$ cat config.mk
export PLATFORM = sky130hd
export DESIGN_NAME = line_word_tokenizer
export DESIGN_NICKNAME = d
export VERILOG_FILES = /design/src/design/lwt_pkg.sv /design/src/design/lwt_core.sv /design/src/design/lwt_skid.sv /design/src/design/line_word_tokenizer.sv
export SDC_FILE = /design/constraint.sdc
export NUM_CORES = 1
export LEC_CHECK = 0
export ABC_AREA = 1
export BUFFER_PORTS_ARGS = -buffer_cell sky130_fd_sc_hd__buf_2
export CORE_UTILIZATION = 45
export DETAILED_ROUTE_END_ITERATION = 10
export SLEW_MARGIN = 20
export SYNTH_ARGS = -nofsm -noshare
export SYNTH_HDL_FRONTEND = slang
export SYNTH_SLANG_ARGS = --single-unit
$ cat constraint.sdc
create_clock -name clock -period 15.5 [get_ports clock]
set_clock_uncertainty 0.15 [all_clocks]
set_input_delay 3.1 -clock clock [delete_from_list [all_inputs] [get_ports clock]]
set_output_delay 3.1 -clock clock [all_outputs]
set_load 0.05 [all_outputs]
$ cat src/design/lwt_pkg.sv
package lwt_pkg;

   localparam int BUFFER_BYTES = 4096;
   localparam int POS_W        = $clog2(BUFFER_BYTES + 1);

   localparam int START_W  = 12;
   localparam int LENGTH_W = 13;
   localparam int LINE_W   = 12;
   localparam int WORD_W   = 8;

   localparam int REQ_DATA_W = 8;
   localparam int RSP_DATA_W = 48;

   localparam logic [LINE_W-1:0] LINE_MAX = {LINE_W{1'b1}};
   localparam logic [WORD_W-1:0] WORD_MAX = {WORD_W{1'b1}};

   localparam logic [POS_W-1:0] POS_LIMIT = POS_W'(BUFFER_BYTES);
   localparam logic [POS_W-1:0] POS_LAST  = POS_W'(BUFFER_BYTES - 1);

   localparam logic [7:0] CH_CR    = 8'h0D;
   localparam logic [7:0] CH_LF    = 8'h0A;
   localparam logic [7:0] CH_NUL   = 8'h00;
   localparam logic [7:0] CH_BSL   = 8'h5C;
   localparam logic [7:0] CH_QUOTE = 8'h22;
   localparam logic [7:0] CH_SPACE = 8'h20;

   localparam logic KIND_DATA = 1'b0;
   localparam logic KIND_END  = 1'b1;

   typedef struct packed {
      logic [START_W-1:0]  word_start;
      logic [LENGTH_W-1:0] word_length;
      logic [LINE_W-1:0]   line_index;
      logic [WORD_W-1:0]   word_index;
      logic                ends_line;
      logic                overflowed;
   } result_type;

endpackage

$ cat src/design/lwt_core.sv
module lwt_core (
   input  logic                    clock,
   input  logic                    reset,
   input  logic                    item_valid,
   input  logic                    item_kind,
   input  logic [7:0]              item_byte,
   output logic                    result_valid,
   output lwt_pkg::result_type     result
);

   logic [lwt_pkg::POS_W-1:0]  position_ff, position_in;
   logic [lwt_pkg::POS_W-1:0]  word_start_ff, word_start_in;
   logic                       line_has_bytes_ff, line_has_bytes_in;
   logic                       escape_ff, escape_in;
   logic                       quotes_ff, quotes_in;
   logic [lwt_pkg::LINE_W-1:0] line_count_ff, line_count_in;
   logic [lwt_pkg::WORD_W-1:0] word_count_ff, word_count_in;
   logic                       overflow_ff, overflow_in;

   logic                       at_limit;
   logic [lwt_pkg::POS_W-1:0]  cur;
   logic [lwt_pkg::POS_W:0]    cur_plus;
   logic [lwt_pkg::POS_W-1:0]  next_start;
   logic                       is_break;
   logic                       has_word;
   logic [lwt_pkg::POS_W-1:0]  emit_start;
   logic [lwt_pkg::POS_W-1:0]  emit_length;
   logic [lwt_pkg::POS_W-1:0]  clamped_start;
   logic                       emit;
   logic                       emit_ends;

   assign at_limit   = (position_ff >= lwt_pkg::POS_LIMIT);
   assign cur        = at_limit ? lwt_pkg::POS_LIMIT : position_ff;
   assign cur_plus   = {1'b0, cur} + (lwt_pkg::POS_W + 1)'(1);
   assign next_start = (cur_plus > (lwt_pkg::POS_W + 1)'(lwt_pkg::BUFFER_BYTES))
                       ? lwt_pkg::POS_LIMIT : cur_plus[lwt_pkg::POS_W-1:0];
   assign is_break   = (item_kind == lwt_pkg::KIND_END) || (item_byte == lwt_pkg::CH_CR)
                       || (item_byte == lwt_pkg::CH_LF) || (item_byte == lwt_pkg::CH_NUL);
   assign has_word   = (cur > word_start_ff);

   always_comb begin
      position_in       = position_ff;
      word_start_in     = word_start_ff;
      line_has_bytes_in = line_has_bytes_ff;
      escape_in         = escape_ff;
      quotes_in         = quotes_ff;
      line_count_in     = line_count_ff;
      word_count_in     = word_count_ff;
      overflow_in       = overflow_ff;
      emit              = 1'b0;
      emit_ends         = 1'b0;
      emit_start        = has_word ? word_start_ff : cur;
      emit_length       = has_word ? (cur - word_start_ff) : '0;

      if (item_kind == lwt_pkg::KIND_DATA) begin
         if (at_limit) begin
            overflow_in = 1'b1;
         end else begin
            position_in = position_ff + lwt_pkg::POS_W'(1);
         end
      end

      if (is_break) begin
         emit      = line_has_bytes_ff;
         emit_ends = 1'b1;
         if (line_has_bytes_ff && (line_count_ff != lwt_pkg::LINE_MAX)) begin
            line_count_in = line_count_ff + lwt_pkg::LINE_W'(1);
         end
         word_count_in     = '0;
         escape_in         = 1'b0;
         quotes_in         = 1'b0;
         line_has_bytes_in = 1'b0;
         word_start_in     = next_start;
         if (item_kind == lwt_pkg::KIND_END) begin
            position_in   = '0;
            word_start_in = '0;
            line_count_in = '0;
            overflow_in   = 1'b0;
         end
      end else begin
         line_has_bytes_in = 1'b1;
         priority if (item_byte == lwt_pkg::CH_BSL && !escape_ff) begin
            escape_in = 1'b1;
         end else if (item_byte == lwt_pkg::CH_QUOTE && !escape_ff) begin
            quotes_in = !quotes_ff;
         end else if (item_byte == lwt_pkg::CH_SPACE && !quotes_ff && !escape_ff) begin
            emit = has_word;
            if (has_word && (word_count_ff != lwt_pkg::WORD_MAX)) begin
               word_count_in = word_count_ff + lwt_pkg::WORD_W'(1);
            end
            word_start_in = next_start;
         end else if (escape_ff) begin
            escape_in = 1'b0;
         end
      end
   end

   assign clamped_start = (emit_start > lwt_pkg::POS_LAST) ? lwt_pkg::POS_LAST : emit_start;

   assign result_valid       = item_valid && emit;
   assign result.word_start  = clamped_start[lwt_pkg::START_W-1:0];
   assign result.word_length = lwt_pkg::LENGTH_W'(emit_length);
   assign result.line_index  = line_count_ff;
   assign result.word_index  = word_count_ff;
   assign result.ends_line   = emit_ends;
   assign result.overflowed  = (item_kind == lwt_pkg::KIND_DATA) ? (overflow_ff || at_limit)
                                                                 : overflow_ff;

   always_ff @(posedge clock) begin
      if (reset) begin
         position_ff       <= '0;
         word_start_ff     <= '0;
         line_has_bytes_ff <= 1'b0;
         escape_ff         <= 1'b0;
         quotes_ff         <= 1'b0;
         line_count_ff     <= '0;
         word_count_ff     <= '0;
         overflow_ff       <= 1'b0;
      end else if (item_valid) begin
         position_ff       <= position_in;
         word_start_ff     <= word_start_in;
         line_has_bytes_ff <= line_has_bytes_in;
         escape_ff         <= escape_in;
         quotes_ff         <= quotes_in;
         line_count_ff     <= line_count_in;
         word_count_ff     <= word_count_in;
         overflow_ff       <= overflow_in;
      end
   end

endmodule

$ cat src/design/lwt_skid.sv
module lwt_skid (
   input  logic                clock,
   input  logic                reset,
   input  logic                push_valid,
   input  lwt_pkg::result_type push_data,
   output logic                push_ready,
   output logic                out_valid,
   output lwt_pkg::result_type out_data,
   input  logic                out_ready
);

   logic                out_valid_ff, out_valid_in;
   lwt_pkg::result_type out_data_ff, out_data_in;
   logic                skid_valid_ff, skid_valid_in;
   lwt_pkg::result_type skid_data_ff, skid_data_in;
   logic                out_free;

   assign push_ready = !skid_valid_ff;
   assign out_free   = !out_valid_ff || out_ready;

   always_comb begin
      out_valid_in  = out_valid_ff;
      out_data_in   = out_data_ff;
      skid_valid_in = skid_valid_ff;
      skid_data_in  = skid_data_ff;
      if (out_free) begin
         if (skid_valid_ff) begin
            out_valid_in  = 1'b1;
            out_data_in   = skid_data_ff;
            skid_valid_in = 1'b0;
         end else begin
            out_valid_in = push_valid;
            out_data_in  = push_data;
         end
      end else if (push_valid) begin
         skid_valid_in = 1'b1;
         skid_data_in  = push_data;
      end
   end

   always_ff @(posedge clock) begin
      if (reset) begin
         out_valid_ff  <= 1'b0;
         skid_valid_ff <= 1'b0;
      end else begin
         out_valid_ff  <= out_valid_in;
         skid_valid_ff <= skid_valid_in;
      end
   end

   always_ff @(posedge clock) begin
      out_data_ff  <= out_data_in;
      skid_data_ff <= skid_data_in;
   end

   assign out_valid = out_valid_ff;
   assign out_data  = out_data_ff;

endmodule

$ cat src/design/line_word_tokenizer.sv
// Splits a byte stream into lines (CR, LF or NUL) and words (spaces), honoring
// backslash escapes and double quotes, and reports one transfer per word or
// bare line end. A buffer is closed by a transfer with req_tuser = 1, which
// also clears all tokenizer state. One byte is taken every clock while
// req_tready is high; results are registered in the output buffer before they
// reach rsp_tdata. A two-entry output buffer keeps req_tready high while one
// result waits on rsp_tready.
module line_word_tokenizer (
   input  logic        clock,
   input  logic        reset,
   input  logic        req_tvalid,
   output logic        req_tready,
   input  logic [7:0]  req_tdata,   // [7:0] byte_value
   input  logic        req_tuser,   // [0] kind (1 = end of buffer)
   output logic        rsp_tvalid,
   input  logic        rsp_tready,
   output logic [47:0] rsp_tdata,   // [11:0] word_start, [24:12] word_length,
                                    // [36:25] line_index, [44:37] word_index, rest 0
   output logic        rsp_tlast,   // ends_line
   output logic        rsp_tuser    // [0] overflowed
);

   logic                req_accept;
   logic                push_valid;
   logic                push_ready;
   lwt_pkg::result_type push_data;
   lwt_pkg::result_type rsp_data;

   assign req_tready = push_ready;
   assign req_accept = req_tvalid && push_ready;

   lwt_core u_core (
      .clock        (clock),
      .reset        (reset),
      .item_valid   (req_accept),
      .item_kind    (req_tuser),
      .item_byte    (req_tdata),
      .result_valid (push_valid),
      .result       (push_data)
   );

   lwt_skid u_skid (
      .clock      (clock),
      .reset      (reset),
      .push_valid (push_valid),
      .push_data  (push_data),
      .push_ready (push_ready),
      .out_valid  (rsp_tvalid),
      .out_data   (rsp_data),
      .out_ready  (rsp_tready)
   );

   assign rsp_tdata = {3'b000, rsp_data.word_index, rsp_data.line_index,
                       rsp_data.word_length, rsp_data.word_start};
   assign rsp_tlast = rsp_data.ends_line;
   assign rsp_tuser = rsp_data.overflowed;

endmodule
-- After elaboration in Yosys (flattened, before gate mapping)
Index checks and enable logic that the tools add are counted.
- flip-flop bits (word level): 146
- input bits: 13
- output and inout bits: 52
- add/subtract/negate cells: 5
- magnitude comparators: 4
- equal/unequal tests: 11
- mux-type cells: 41
- bitwise gates (word level): 1
- reductions and logical operators: 29
- operators with widths (cell ; number):
    $mux 13 ; 13
    $mux 47 ; 1
    $mux 8 ; 5
    $mux 12 ; 3
    $mux 1 ; 19
    $eq 8x4->1 const B ; 2
    $eq 8x6->1 const B ; 2
    $add 13x1->14 const B ; 1
    $gt 14x13->1 const B ; 1
    $add 13x1->13 const B ; 1
    $ge 13x13->1 const B ; 1
    $gt 13x12->1 const B ; 1
    $gt 13x13->1 ; 1
    $sub 13x13->13 ; 1
    $add 12x1->12 const B ; 1
    $ne 12x12->1 const B ; 1
    $reduce_and 3->1 ; 3
    $add 8x1->8 const B ; 1
    $eq 8x7->1 const B ; 1
    $logic_and 1x1->1 ; 8
    $logic_not 8->1 ; 1
    $ne 8x8->1 const B ; 1
    $reduce_bool 2->1 ; 4
    $ne 3x1->1 const B ; 2
    other kinds (8) ; 16

-- Depth between registers and ports, before layout
Gate-level depths: netlist of run 1.
- word-level depth: 9
- depth in mapped cells: 21
- mapped depth without buffers: 18

-- By module
Synthesis of run 1 repeated with hierarchy kept, for this count alone.
- cell total of the unflattened synthesis: 864
- area total of the unflattened synthesis: 7295.7 µm²
- modules (own cells, without submodules) (module ; times used ; cells each ; area each (µm²) ; sequential area each (µm²)):
    lwt_core ; 1 ; 599 ; 3743.6 ; 1001.0
    lwt_skid ; 1 ; 259 ; 3518.4 ; 2862.7
    line_word_tokenizer ; 1 ; 6 ; 33.8 ; 0.0

-- Worst setup path after synthesis of run 1
Ideal clock, no wire load.
- kind: input port to flip-flop
- start: input port rsp_tready
- end: register u_skid.skid_data_ff[0] in the netlist's numbering (enable)
- setup time: 0.467 ns
- arrival time: 6.667 ns
- setup slack: 8.216 ns
- stages: 3
- path buffers: 0
- cell sequence: inv_1 nand2_1 a21oi_1
- word-level cells in the longest chain between the ends: 3
- RTL lines (item ; line ; source):
    from (decl) ; line_word_tokenizer.sv:16 ; input logic rsp_tready,
    $logic_or 1x1->1 ; lwt_skid.sv:19 ; assign out_free = !out_valid_ff || out_ready;
    net u_skid.out_free ; lwt_skid.sv:16 ; logic out_free;
    $not 1->1 (no line) ; -- ;
    $reduce_and 2->1 (no line) ; -- ;
    to (signal assigned) ; lwt_skid.sv:53 ; skid_data_ff <= skid_data_in;
    to (decl) ; lwt_skid.sv:15 ; lwt_pkg::result_type skid_data_ff, skid_data_in;
The timed path passes the listed nets, and every way through them passes these cells.
A chain may end at the register's enable or synchronous reset.

-- Worst setup path after layout of run 1
- start: input port req_tdata[5]
- end: register u_skid.skid_data_ff[29] in the netlist's numbering (enable)
- word-level cells in the longest chain between the ends: 9
- elaborated cells between the ends (all ways): 19
- RTL lines (item ; line ; source):
    from (decl) ; line_word_tokenizer.sv:13 ; input logic [7:0] req_tdata,
    $eq 8x6->1 ; lwt_core.sv:86 ; end else if (item_byte == lwt_pkg::CH_SPACE && !quotes_ff && !escape_ff) begin
    $logic_and 1x1->1 (2 in a row) ; lwt_core.sv:86 ;
    $mux 1 ; lwt_core.sv:86 ;
    $mux 1 ; lwt_core.sv:84 ; end else if (item_byte == lwt_pkg::CH_QUOTE && !escape_ff) begin
    $mux 1 ; lwt_core.sv:82 ; priority if (item_byte == lwt_pkg::CH_BSL && !escape_ff) begin
    $mux 1 (*) ; lwt_core.sv:63 ; if (is_break) begin
    $logic_and 1x1->1 (*) ; lwt_core.sv:100 ; assign result_valid = item_valid && emit;
    $reduce_and 2->1 (no line) (*) ; -- ;
Every way passes the cells marked *; elsewhere a longest branch is shown, timed or not.

==> impl_metrics.json, run 1 <==
{
  "arrival_ns": 5.06,
  "status": "completed",
  "finalSetupTns_ns": 0,
  "postPlaceCellArea_sq_um": 7970,
  "worst_r2r_path_depth": 13,
  "synth_ff_type": "edfxtp_1",
  "clock-sinks": 146,
  "fin_ws_ns": 10.35,
  "initial_core_util": 0.459,
  "rr_endpoint": "u_skid.skid_data_ff[29]",
  "antenna_found_initial": 0,
  "min_from": "u_core.line_count_ff[4]",
  "grt_overflow": 0,
  "first_pass_iters": 6,
  "die_area_sq_um": 17300,
  "regToRegStartpoint": "u_core.position_ff[12]",
  "p_leak_uw": 0.00364,
  "seq_area_frac_synth": 0.512,
  "post-synth-top-area-fraction": 0.374,
  "netlist_area_sq_um": 7550,
  "max_freq_ghz": 0.194,
  "yosys_warnings": 0,
  "clkTransAtPathRegs_ns": 0.06,
  "drtIter0Drc": 382,
  "drcViolationCount": 0,
  "place_inst": 1134,
  "worstSetupPathType": "in -> reg",
  "ys_ff_latch": 146,
  "required_ns": 15.41,
  "ios": 65,
  "ir_drop_v": 0.0000769,
  "hold_class": "reg -> reg",
  "path_delay_family": "simple AND/OR/NAND/NOR gates",
  "finalNetCount": 964,
  "async_reset_ff_frac": 0,
  "slew_viol_final": 0,
  "mostFrequentLayoutCells": "nand2_1, inv_1, edfxtp_1",
  "die_w_microns": 132,
  "syn_inst": 878,
  "rsz0062_at_grt": "no",
  "hold_violations": 0,
  "hpwl_microns": 11000,
  "vias_per_cell": 4.99,
  "num_antenna_cells": 0,
  "grt_pass1_wl_microns": 26000,
  "ctsHoldBuffers": 0,
  "final-setup-viol-count": 0,
  "crit_buf_inv": 3,
  "finalCritPeriodShare": 0.332,
  "postRouteAntennaNets": 0,
  "placementRows": 47,
  "grt_use_total": 0.190,
  "crit_top_cell": "nand2_1",
  "clk_latency_ns": 0.43,
  "cts_buffers": 17,
  "grt_max_degree": 69,
  "cts_root_buf": "clkbuf_16",
  "yosysTopAreaCell": "edfxtp_1",
  "gp_congestion": 0.842,
  "clockBufferDepth": 2,
  "worst_pin_slew_ns": 0.901,
  "vias": 5819,
  "io_buffers": 61,
  "cp_cell_sequence": "buf_2 > nor4_1 > nand2_1 > nand2_2 > inv_2 > nor2_4 > nand2_1 > a21oi_4 > buf_4",
  "pre_cts_ws_ns": 9.91,
  "maxCapViolations": 0,
  "final_common_cell": "nand2_1",
  "cp-start-kind": "input port",
  "cp-end-kind": "flip-flop",
  "reg2reg_slack_ns": 11.85,
  "area_delta_synth_final_pct": 12.8,
  "crit_path_max_fanout": 45,
  "final_area_sq_um": 8520,
  "total_power_uw": 873,
  "grt_pass1_vias": 5223,
  "maxSlewHeadroom": 0.395,
  "yosysUniqueCellTypes": 47,
  "fin_cells": 1166,
  "htreeDepth": 4,
  "synthTopCellsByArea": "edfxtp_1, dfxtp_1, nand2_1",
  "syn_area_per_cell_sq_um": 8.60,
  "min_to": "u_skid.skid_data_ff[14]",
  "synth_edf_count": 94,
  "tritoncts": "built",
  "core_area_sq_um": 16500,
  "drive_gt1_frac": 0.149,
  "die_h_microns": 132,
  "cp_slowest_cell": "buf_4",
  "slowest_delay_ns": 0.53,
  "drt_wl_total_microns": 15400,
  "holdPathStages": 0,
  "cts_setup_buffers": 0,
  "p_per_area_nw_per_um2": 102,
  "wl_per_cell_microns": 13.2,
  "cts_resized": 0,
  "period_minus_slack_ns": 5.15
}
==> how the worst max path moves through the flow <==
stage | start | end | slack [ns] | cells after the start
CTS | req_tdata[1] | u_skid.skid_data_ff[26] | 10.36 | 12
global placement | req_tdata[5] | u_skid.skid_data_ff[22] | 9.95 | 9
finish | req_tdata[5] | u_skid.skid_data_ff[29] | 10.35 | 9
global route | req_tdata[1] | u_skid.skid_data_ff[26] | 10.18 | 12
floorplan | rsp_tready | u_skid.skid_data_ff[0] | 8.22 | 3
detailed placement | req_tdata[1] | u_skid.skid_data_ff[26] | 9.91 | 12
==> cell type report <==
| class | count | area (sq um) |
|---|---|---|
| fillers | 1592 | 7950 |
| flip-flops and latches | 146 | 3860 |
| multi-input cells | 602 | 3110 |
| clock buffers | 20 | 437 |
| inverters | 101 | 384 |
| repair buffers | 65 | 335 |
| well taps | 220 | 275 |
| clock inverters | 12 | 109 |
==> power by group <==
group / switching (uW) / leakage [uW] / internal (uW)
Combinational: 53.3 / 0.00193 / 14.2
Sequential: 2.48 / 0.00145 / 419
Clock: 162 / 0.000265 / 221
==> per-layer routing <==
layer / global-route usage / part of all wire
met5: 0 / 0
met2: 0.274 / 0.42
met4: 0.0685 / 0.017
met3: 0.0355 / 0.045
met1: 0.281 / 0.52
==> per-stage QoR <==
| step | util | hold slack [ns] |
|---|---|---|
| floorplan | - | 0.258 |
| global placement | 0.484 | 0.264 |
| detailed placement | 0.484 | 0.267 |
| CTS | 0.517 | 0.283 |
| global route | 0.517 | 0.302 |
| finish | 0.517 | 0.279 |
==> registers in the layout, summed over array words and instances, names as in the netlist, 8 cells and up <==
| name | flops |
|---|---|
| u_core.position_ff | 13 |
| u_skid.out_data | 47 |
| u_core.word_count_ff | 8 |
| u_core.line_count_ff | 12 |
| u_core.word_start_ff | 13 |
| u_skid.skid_data_ff | 47 |
==> synth_stat cells, types with 10 or more instances <==
master and n:
o211ai_2 10, edfxtp_1 94, nor2_1 73, nor3_1 20, o21ai_0 41, nand4_1 12
inv_1 96, a21oi_1 50, nand3_1 68, xor2_1 14, dfxtp_1 52, nand2_2 10
ha_1 17, nand2_1 239, clkbuf_1 11
==> kinds of logic after synthesis <==
logic type / Yosys count / share of synthesized area
other cells: 1 / 0.000496
fa+ha+maj: 18 / 0.0308
flops: 146 / 0.512
compound gates: 113 / 0.0891
buf+inv: 132 / 0.0793
xor+xnor: 17 / 0.0197
simple gates: 451 / 0.269
Power figures use the tool's default switching activity.
==> run 2, diff against run 1 <==
- ABC_AREA: 1 -> 0
- clock period: 15.5 -> 5 ns (I/O delays scaled with it)
==> impl_metrics.json, run 2 <==
{
  "grt_pass1_wl_microns": 25900,
  "drtIter0Drc": 405,
  "reg2reg_slack_ns": 0.65,
  "cp-startpoint": "u_core.position_ff[12]",
  "initial_core_util": 0.465,
  "yosys_warnings": 0,
  "cp-end-kind": "flip-flop",
  "vias_per_cell": 5.53,
  "max_freq_ghz": 0.230,
  "arrival_ns": 4.47,
  "grt_use_total": 0.205,
  "ir_drop_v": 0.000262,
  "die_h_microns": 128,
  "power_frac_comb": 0.068,
  "post-synth-top-area-fraction": 0.396,
  "wl_per_cell_microns": 16.4,
  "top_layer": "met4",
  "tritoncts": "built",
  "synth_edf_count": 94,
  "postRouteAntennaNets": 0,
  "syn_inst": 671,
  "io_buffers": 61,
  "antenna_found_initial": 0,
  "seq_area_frac_synth": 0.543,
  "min_from": "u_core.word_start_ff[11]",
  "final-setup-viol-count": 0,
  "finalNetCount": 754,
  "async_reset_ff_frac": 0,
  "cts_root_buf": "clkbuf_16",
  "pwr-share-seq": 0.483,
  "period_minus_slack_ns": 4.35,
  "rr_endpoint": "u_skid.out_data[38]",
  "mostFrequentLayoutCells": "edfxtp_1, nor2_1, buf_2",
  "met1_length_microns": 7390,
  "wl_met3_microns": 801,
  "synth_ff_type": "edfxtp_1",
  "clock-sinks": 146,
  "syn_area_per_cell_sq_um": 10.6,
  "hold_violations": 0,
  "multi_input_area_sq_um": 3020,
  "ys_ff_latch": 146,
  "grt_max_degree": 51,
  "drive_gt1_frac": 0.183,
  "regArea_sq_um": 3870,
  "drcViolationCount": 0,
  "clockBufferDepth": 2,
  "worstSetupPathType": "reg -> reg",
  "die_area_sq_um": 16300,
  "p_int_uw": 2000,
  "p_clk_frac": 0.449,
  "cp-start-kind": "flip-flop",
  "hpwl_microns": 10600,
  "place_inst": 915,
  "core_area_sq_um": 15300,
  "vias": 5240,
  "crit_end": "u_skid.out_data[38]",
  "crit_path_max_fanout": 30,
  "cts_buffers": 17,
  "grt_pass1_vias": 5077,
  "p_switching_uw": 687,
  "maxCapViolations": 0,
  "worst_r2r_path_depth": 10,
  "wl_met2_microns": 6990,
  "first_pass_iters": 5,
  "drt_wl_total_microns": 15500,
  "maxSlewHeadroom": 0.396,
  "ctsHoldBuffers": 0,
  "ios": 65,
  "grt_overflow": 0,
  "yosysUniqueCellTypes": 60,
  "gp_congestion": 0.896,
  "htreeDepth": 4,
  "area_delta_synth_final_pct": 14.9,
  "nFillCells": 1396,
  "synth_common_cells": "edfxtp_1, nor2_1, nand2_1, dfxtp_1, a21oi_1",
  "p_per_area_nw_per_um2": 328,
  "clk_latency_ns": 0.43,
  "clkTransAtPathRegs_ns": 0.07,
  "rsz0062_at_grt": "no",
  "yosysTopAreaCell": "edfxtp_1",
  "synthTopCellsByArea": "edfxtp_1, dfxtp_1, nor2_1",
  "worst_pin_slew_ns": 0.904,
  "final_common_cell": "edfxtp_1",
  "die_w_microns": 128,
  "p_leak_uw": 0.00338,
  "regToRegStartpoint": "u_core.position_ff[12]",
  "placementRows": 45,
  "yosysMostFrequentCell": "edfxtp_1",
  "netlist_area_sq_um": 7120,
  "cts_resized": 0,
  "required_ns": 5.12,
  "fin_cells": 947,
  "status": "completed",
  "num_antenna_cells": 0,
  "finalSetupTns_ns": 0,
  "finalCritPeriodShare": 0.870,
  "hold_class": "reg -> reg",
  "switching_share": 0.256,
  "slew_viol_final": 0,
  "cts_setup_buffers": 0
}
==> run 2: cell types whose count changed after synthesis, sizes merged, moves of 11 or more <==
cell	before	now
a31oi	2	19
nor2b	0	13
o31ai	0	13
clkbuf	11	22
o21ai	45	22
xnor2	3	23
nand3	74	25
a21oi	50	30
mux2i	0	12
mux2	0	21
nand2	252	59
inv	100	27
==> run 2: logic make-up (layout without fill, tap and decap cells) <==
group / Yosys count / after routing / synth area share
DFF: 146 / 146 / 0.543
adders and majority gates: 20 / 20 / 0.0355
other: 1 / 3 / 0.000527
buffers and inverters: 64 / 127 / 0.0385
and+or+nand+nor: 246 / 246 / 0.168
xor gates and xnor gates: 36 / 36 / 0.0453
AOI/OAI and AO/OA: 125 / 125 / 0.120
muxes: 33 / 33 / 0.0501
==> run 2: worst min-delay path by stage <==
stage	endpoint	slack [ns]	cells after the start
6_report	u_core.word_start_ff[11]	0.33	2
5_1_grt	u_core.word_start_ff[10]	0.36	2
4_1_cts	u_core.word_start_ff[11]	0.33	2
3_5_place_dp	u_core.word_start_ff[11]	0.32	2
3_3_place_gp	u_core.word_start_ff[11]	0.32	2
2_1_floorplan	u_core.overflow_ff	0.28	2
==> run 2: routing by layer <==
metal | up-vias | track usage
met3 | 27 | 0.0409
met2 | 153 | 0.312
met5 | - | 0
li1 | 2565 | -
met1 | 2495 | 0.284
met4 | 0 | 0.0851
==> run 2: final cells by class <==
cell class,instances,area share
clock inverters,15,0.0171
well taps,211,0.0323
clock buffers,17,0.0520
repair buffers,68,0.0437
flip-flops and latches,146,0.473
multi-input cells,463,0.370
inverters,27,0.0124
==> run 2: per-stage QoR <==
stage / area (sq um) / hold slack [ns] / worst slack [ns] / utilization / power, uW
floorplan: 7180 / 0.279 / 0.261 / - / 1460
global placement: 7610 / 0.315 / 0.898 / 0.497 / 1500
detailed placement: 7610 / 0.319 / 0.744 / 0.497 / 1500
CTS: 8180 / 0.326 / 0.684 / 0.534 / 2700
global route: 8180 / 0.356 / 0.362 / 0.534 / 2770
finish: 8180 / 0.328 / 0.651 / 0.534 / 2680
==> run 2: critical path, cell delays in order (launching register included) <==
cell	delay, ns
dfxtp_1	0.91
nor2b_1	0.26
ha_1	0.43
a21oi_1	0.28
a221oi_2	0.12
a311oi_1	0.50
o211ai_4	0.21
nand2_1	0.54
buf_4	0.40
o21ai_0	0.17
a31oi_1	0.19
==> run 2: power by group through the flow <==
stage / Combinational, uW / Sequential [uW] / Clock (uW)
detailed placement: 182 / 1320 / 0
floorplan: 94.3 / 1370 / 0
CTS: 183 / 1300 / 1230
global route: 197 / 1300 / 1270
finish: 183 / 1300 / 1200
global placement: 179 / 1320 / 0
